$ cat src/keyed_object_store_macros.svh
// Assertion macros for the keyed object store design.
`ifndef KEYED_OBJECT_STORE_MACROS_SVH
`define KEYED_OBJECT_STORE_MACROS_SVH

// The consequent must hold in the same cycle as the antecedent.
`define KOS_ASSERT_IMPL(label, ante, cons, msg) \
	label: assert property (@(posedge clk) disable iff (!arst_n) (ante) |-> (cons)) \
		else $error(msg);

// The condition must never be true.
`define KOS_ASSERT_NEVER(label, cond, msg) \
	label: assert property (@(posedge clk) disable iff (!arst_n) !(cond)) \
		else $error(msg);

`endif

$ cat src/kos_pkg.sv
// Types and constants of the keyed object store.
package kos_pkg;

	localparam int KEY_W  = 64;
	localparam int LEN_W  = 11;
	localparam int BYTE_W = 8;

	// Operation codes carried on the input tuser.
	typedef enum logic [1:0] {
		OP_STORE  = 2'd0,
		OP_FETCH  = 2'd1,
		OP_REMOVE = 2'd2,
		OP_NOP    = 2'd3
	} kos_op_t;

	// Result status codes.
	typedef enum logic [1:0] {
		ST_OK          = 2'd0,
		ST_BAD_OFFSET  = 2'd1,
		ST_NOT_FOUND   = 2'd2,
		ST_NO_SPACE    = 2'd3
	} kos_status_t;

endpackage

$ cat src/kos_ram.sv
// Generic single-write, single-read RAM with a registered read port.
module kos_ram
	import kos_pkg::*;
#(
	parameter int WIDTH = 8,
	parameter int DEPTH = 256,
	localparam int ADDR_W = (DEPTH > 1) ? $clog2(DEPTH) : 1
) (
	input  logic              clk,
	input  logic              wr_en,
	input  logic [ADDR_W-1:0] wr_addr,
	input  logic [WIDTH-1:0]  wr_data,
	input  logic              rd_en,
	input  logic [ADDR_W-1:0] rd_addr,
	output logic [WIDTH-1:0]  rd_data
);

	logic [WIDTH-1:0] mem_q [DEPTH];

	// Write port.
	always_ff @(posedge clk) begin
		if (wr_en) begin
			mem_q[wr_addr] <= wr_data;
		end
	end

	// Registered read port; the data holds until the next read.
	always_ff @(posedge clk) begin
		if (rd_en) begin
			rd_data <= mem_q[rd_addr];
		end
	end

endmodule

$ cat config.mk
export PLATFORM = sky130hd
export DESIGN_NAME = kos_ram
export DESIGN_NICKNAME = d
export VERILOG_FILES = /design/src/keyed_object_store_macros.svh /design/src/kos_pkg.sv /design/src/kos_ram.sv
export SDC_FILE = /design/constraint.sdc
export NUM_CORES = 2
export LEC_CHECK = 0
export BUFFER_PORTS_ARGS = -buffer_cell sky130_fd_sc_hd__buf_2
export CORE_ASPECT_RATIO = 1.75
export CORE_MARGIN = 2
export CORE_UTILIZATION = 27
export DETAILED_ROUTE_END_ITERATION = 16
export GPL_TIMING_DRIVEN = 0
export PLACE_DENSITY = 0.48
export SLEW_MARGIN = 20
export SYNTH_ARGS = -nofsm -noshare
export SYNTH_HDL_FRONTEND = slang
export SYNTH_SLANG_ARGS = --single-unit
$ cat constraint.sdc
create_clock -name clk -period 4.1 [get_ports clk]
set_input_delay 0.205 -clock clk [delete_from_list [all_inputs] [get_ports clk]]
set_output_delay 0.205 -clock clk [all_outputs]
set_load 0.01 [all_outputs]
==> results.md <==
- Result of the run: finished with violations
- Violated checks: negative setup slack
- Most instantiated cells after synthesis: 2056 x edfxtp_1, 454 x mux4_2, 282 x nor2_1
- Residual DRC count: 0
- Setup crit start kind: input port
- Detailed placer's ending HPWL: 202000 um
- Worst Hold End: mem_q[253][7]$_DFFE_PP_
- Final setup skew: 30.8 ps
- Library cell contributing the largest single delay on the critical path: nor4_1
- Initial core utilization: 27.2%
- Vert. Die Dim: about 720 um
- CP Data Arrival Time: around 4700 ps
- Ys Warns: 0
- Total nets after synthesis: around 3800
- Kind of cell adding the most delay to the critical path: buffers and inverters
- Endpoint of the worst register-to-register path: rd_data[5]$_DFFE_PP_
- Type of destination of the critical path: flip-flop
- Sequential fraction of the synthesis area: slightly below 80%
- Placer's final routability congestion estimate: approximately 0.95
- Maximum number of pins on one net before global-route repair: approximately 130
- Mean Syn Cell Area: 21.3 um2
- I/O pins: 35
- Syn Std Cell Area: roughly 0.08 mm2
- Buffer and inverter count on the worst path: 4
- Final setup violating endpoints: 1
- Area Growth Syn to Fin: 14.9%
- Number of synthesized flops with an enable pin: between 2000 and 2500
- Layout Cells excl Fill: between 7000 and 8000
- Synthesis-stage register bit count: ~2100
- MaxCap Viol Count: 0
- Placed Area: roughly 0.086 mm2
- Area of combinational cells with multiple inputs: 0.0166 mm2
- Detailed Route Iter0 Violations: 4454
- Predominant post-synthesis flop cell: edfxtp_1
- Post-placement cell count: between 7000 and 8000
- Cell depth of the worst flop-to-flop path: 6
- Routed metal-1 wirelength: between 90000 and 100000 um
- Total Routed Length: ~280000 um
- Wire length on met2: ~150000 um
- Number of antenna violations at the first check in global routing: 17
- Worst min-delay path class: in -> reg
- # port buffers: 27
- Vias: 40300
- Critical path fanouts, max: 10
- # rows: 263
- Die width: 415 um
- Vias per Instance: 5.05
- Total iterations of the first detailed-routing run: 8
- Met3 layer wire length in the routed design: 13800 um
- Number of nets in the layout: 4027
- Number of unique standard cell types used by synthesis: 54
- Global routing usage summed across all routing layers: between 10% and 20%
- Final critical-path setup slack: -90.8 ps
- Beginning of the worst register-to-register path: mem_q[27][5]$_DFFE_PP_
- Uppermost layer routed: met5
- Top cell by count, worst path: buf_2
- Count of fill cells added during filler insertion: around 28000
- Delay of the slowest cell on the worst path: 1000 ps
- Unrepaired setup endpoints after global routing: no
- Cells along the critical path: buf_2 > buf_2 > and2_1 > buf_1 > clkbuf_2 > a221oi_1 > o221ai_1 > a211oi_1 > nor4_1
- Depth of the worst hold-timing path: 3
- Hold Violations, Final: 0
- Post-Syn Instances: ~3700
- Global route total overflow: 0
- First-pass GRT wire length: about 380000 um
- Post-synthesis cell type with the largest combined area: edfxtp_1
- Fmax: roughly 240 MHz
- Sequential cell area: slightly above 0.06 mm2
- Max-slew violations: 0
- Post-placement worst setup slack: -1380 ps
- Reg-to-reg slack, setup: 570 ps
- Core region area: 0.293 mm2
- Clk Latency, worst-skew pair: 840 ps
- Minimum period implied by the final worst setup slack: roughly 4200 ps
- Clock-pin slew on the worst setup and hold paths: 70 ps
- Worst-case vdd ir drop: ~0.27 mV
- Power density over the cells: 464 mW/mm2
- Actual slew at the worst max-slew pin: 1350 ps
- CTS tree: done
- Share of the cycle needed by the critical path after routing: 102%
- Antenna viol nets, final: 0
- CTS max path bufs: 4
- Clock sinks: 2056
- Htree depth: 4
- Synth top area share: about 78%
- Worst EP required: ~4600 ps
- Hold Crit Start: wr_addr[4]
- Worst relative slew slack: approximately a tenth
- Library cell with the highest instance count after synthesis: edfxtp_1
- Kind of critical path: in -> reg
- WL/cell: between 30 and 40 um
- Area of the die: 0.299 mm2
- Proportion of register bits with asynchronous set or reset after synthesis: 0%
- Number of buffers inserted during clock tree synthesis: 180
- Static power due to leakage: 27.5 nW
- Cell area after layout: approximately 0.092 mm2
- Via count of the first global-routing pass: about 42000
- Top cells by area in the synthesized netlist: edfxtp_1 78%, mux4_2 13%, mux2i_1 1.7%
- Root buf cell: clkbuf_16
- Share of final-layout standard cells stronger than drive strength 1: between 20% and 30%
==> layer usage <==
layer | vias to the layer above | GRT usage, %
li1 | 16200 | -
met1 | 21900 | 18.7
met2 | 1620 | 34.2
met3 | 621 | 2.29
met4 | 10 | 15.3
met5 | - | 0
==> cell usage in the layout (no fill, tap or decap), types with 10 or more instances in the layout <==
cell type / netlist / layout
clkbuf_1: 111 / 100
nor4_2: 3 / 11
nand2_1: 33 / 33
o211ai_1: 10 / 10
edfxtp_1: 2056 / 2056
clkbuf_16: 0 / 184
diode_2: 0 / 11
a22oi_1: 133 / 133
buf_6: 21 / 23
buf_4: 27 / 30
mux4_2: 454 / 454
nand3_1: 34 / 34
nand4_1: 10 / 10
nor3_1: 22 / 15
clkinv_2: 0 / 30
nor2_2: 0 / 11
nor4_1: 24 / 16
o22ai_1: 28 / 28
buf_16: 0 / 28
mux2i_1: 134 / 134
a211oi_1: 16 / 16
clkinv_1: 1 / 49
clkbuf_2: 0 / 42
nor2b_1: 31 / 31
buf_1: 22 / 12
buf_8: 13 / 22
o221ai_1: 46 / 46
a221oi_1: 13 / 13
a21oi_1: 96 / 95
nor2_1: 282 / 271
buf_12: 8 / 23
o21ai_0: 10 / 10
buf_2: 31 / 60
==> cell type report <==
type                    count  area share [%]
clock buffers             215            5.16
multi-input cells        1442            18.1
well taps                3842            5.25
inverters                   2         0.00820
repair buffers             85            1.57
plain buffers             233            1.65
diodes                     11          0.0301
clock inverters            96           0.742
flip-flops and latches   2056            67.5
==> stage by stage <==
step                hold WS, ps  util [%]  setup TNS, ps  power (mW)
CTS                         153      31.2              0        42.7
floorplan                   304         -              0        24.8
detailed placement          545      29.3          -8890        26.4
global route                198      31.2              0        43.4
global placement            542      28.8       -1449630        26.3
finish                      159      31.2          -90.8        42.5
==> kinds of logic (layout without fill, tap and decap cells) <==
| logic type | after synthesis | count (layout) | share of synthesized area, % |
|---|---|---|---|
| flip-flops | 2056 | 2056 | 77.5 |
| multiplexers | 591 | 591 | 14.6 |
| AND/OR/NAND/NOR | 466 | 466 | 2.63 |
| AO/OA/AOI/OAI | 385 | 385 | 3.42 |
| buffers and inverters | 235 | 631 | 1.83 |
| other | 0 | 11 | 0 |
==> where the power goes <==
group / switching [mW] / total [mW] / internal, mW
clock: 7.79 / 16.5 / 8.76
sequential: 0.0131 / 23.2 / 23.2
combinational: 1.92 / 2.73 / 0.810
total: 9.73 / 42.5 / 32.7
==> what timing repair did <==
item,4_1_cts,5_1_grt
setup buffers,0,0
resized for setup,4,1
hold endpoints to repair,471,0
hold buffers,9,0
endpoints found under the setup margin,7,1
==> worst reg2reg max path: cells and delay by family, from the launching register on <==
family,cells,cell delay (ps)
compound gates,4,1990
flops,1,360
mux,1,510
simple gates,1,320
==> flip-flops by register name (all words and copies together) (netlist names) <==
register / flops
mem_q: 2048
rd_data: 8
==> worst max path at each step <==
| stage | start | end | slack, ps | depth (start not counted) |
|---|---|---|---|---|
| finish | rd_addr[2] | rd_data[5]$_DFFE_PP_ | -90 | 9 |
| detailed placement | rd_addr[2] | rd_data[7]$_DFFE_PP_ | -1380 | 9 |
| global route | rd_addr[2] | rd_data[5]$_DFFE_PP_ | 20 | 9 |
| global placement | rd_addr[2] | rd_data[1]$_DFFE_PP_ | -2320 | 8 |
| floorplan | rd_addr[0] | rd_data[2]$_DFFE_PP_ | 1820 | 9 |
| CTS | rd_addr[2] | rd_data[4]$_DFFE_PP_ | 20 | 9 |
Power figures use the tool's default switching activity.
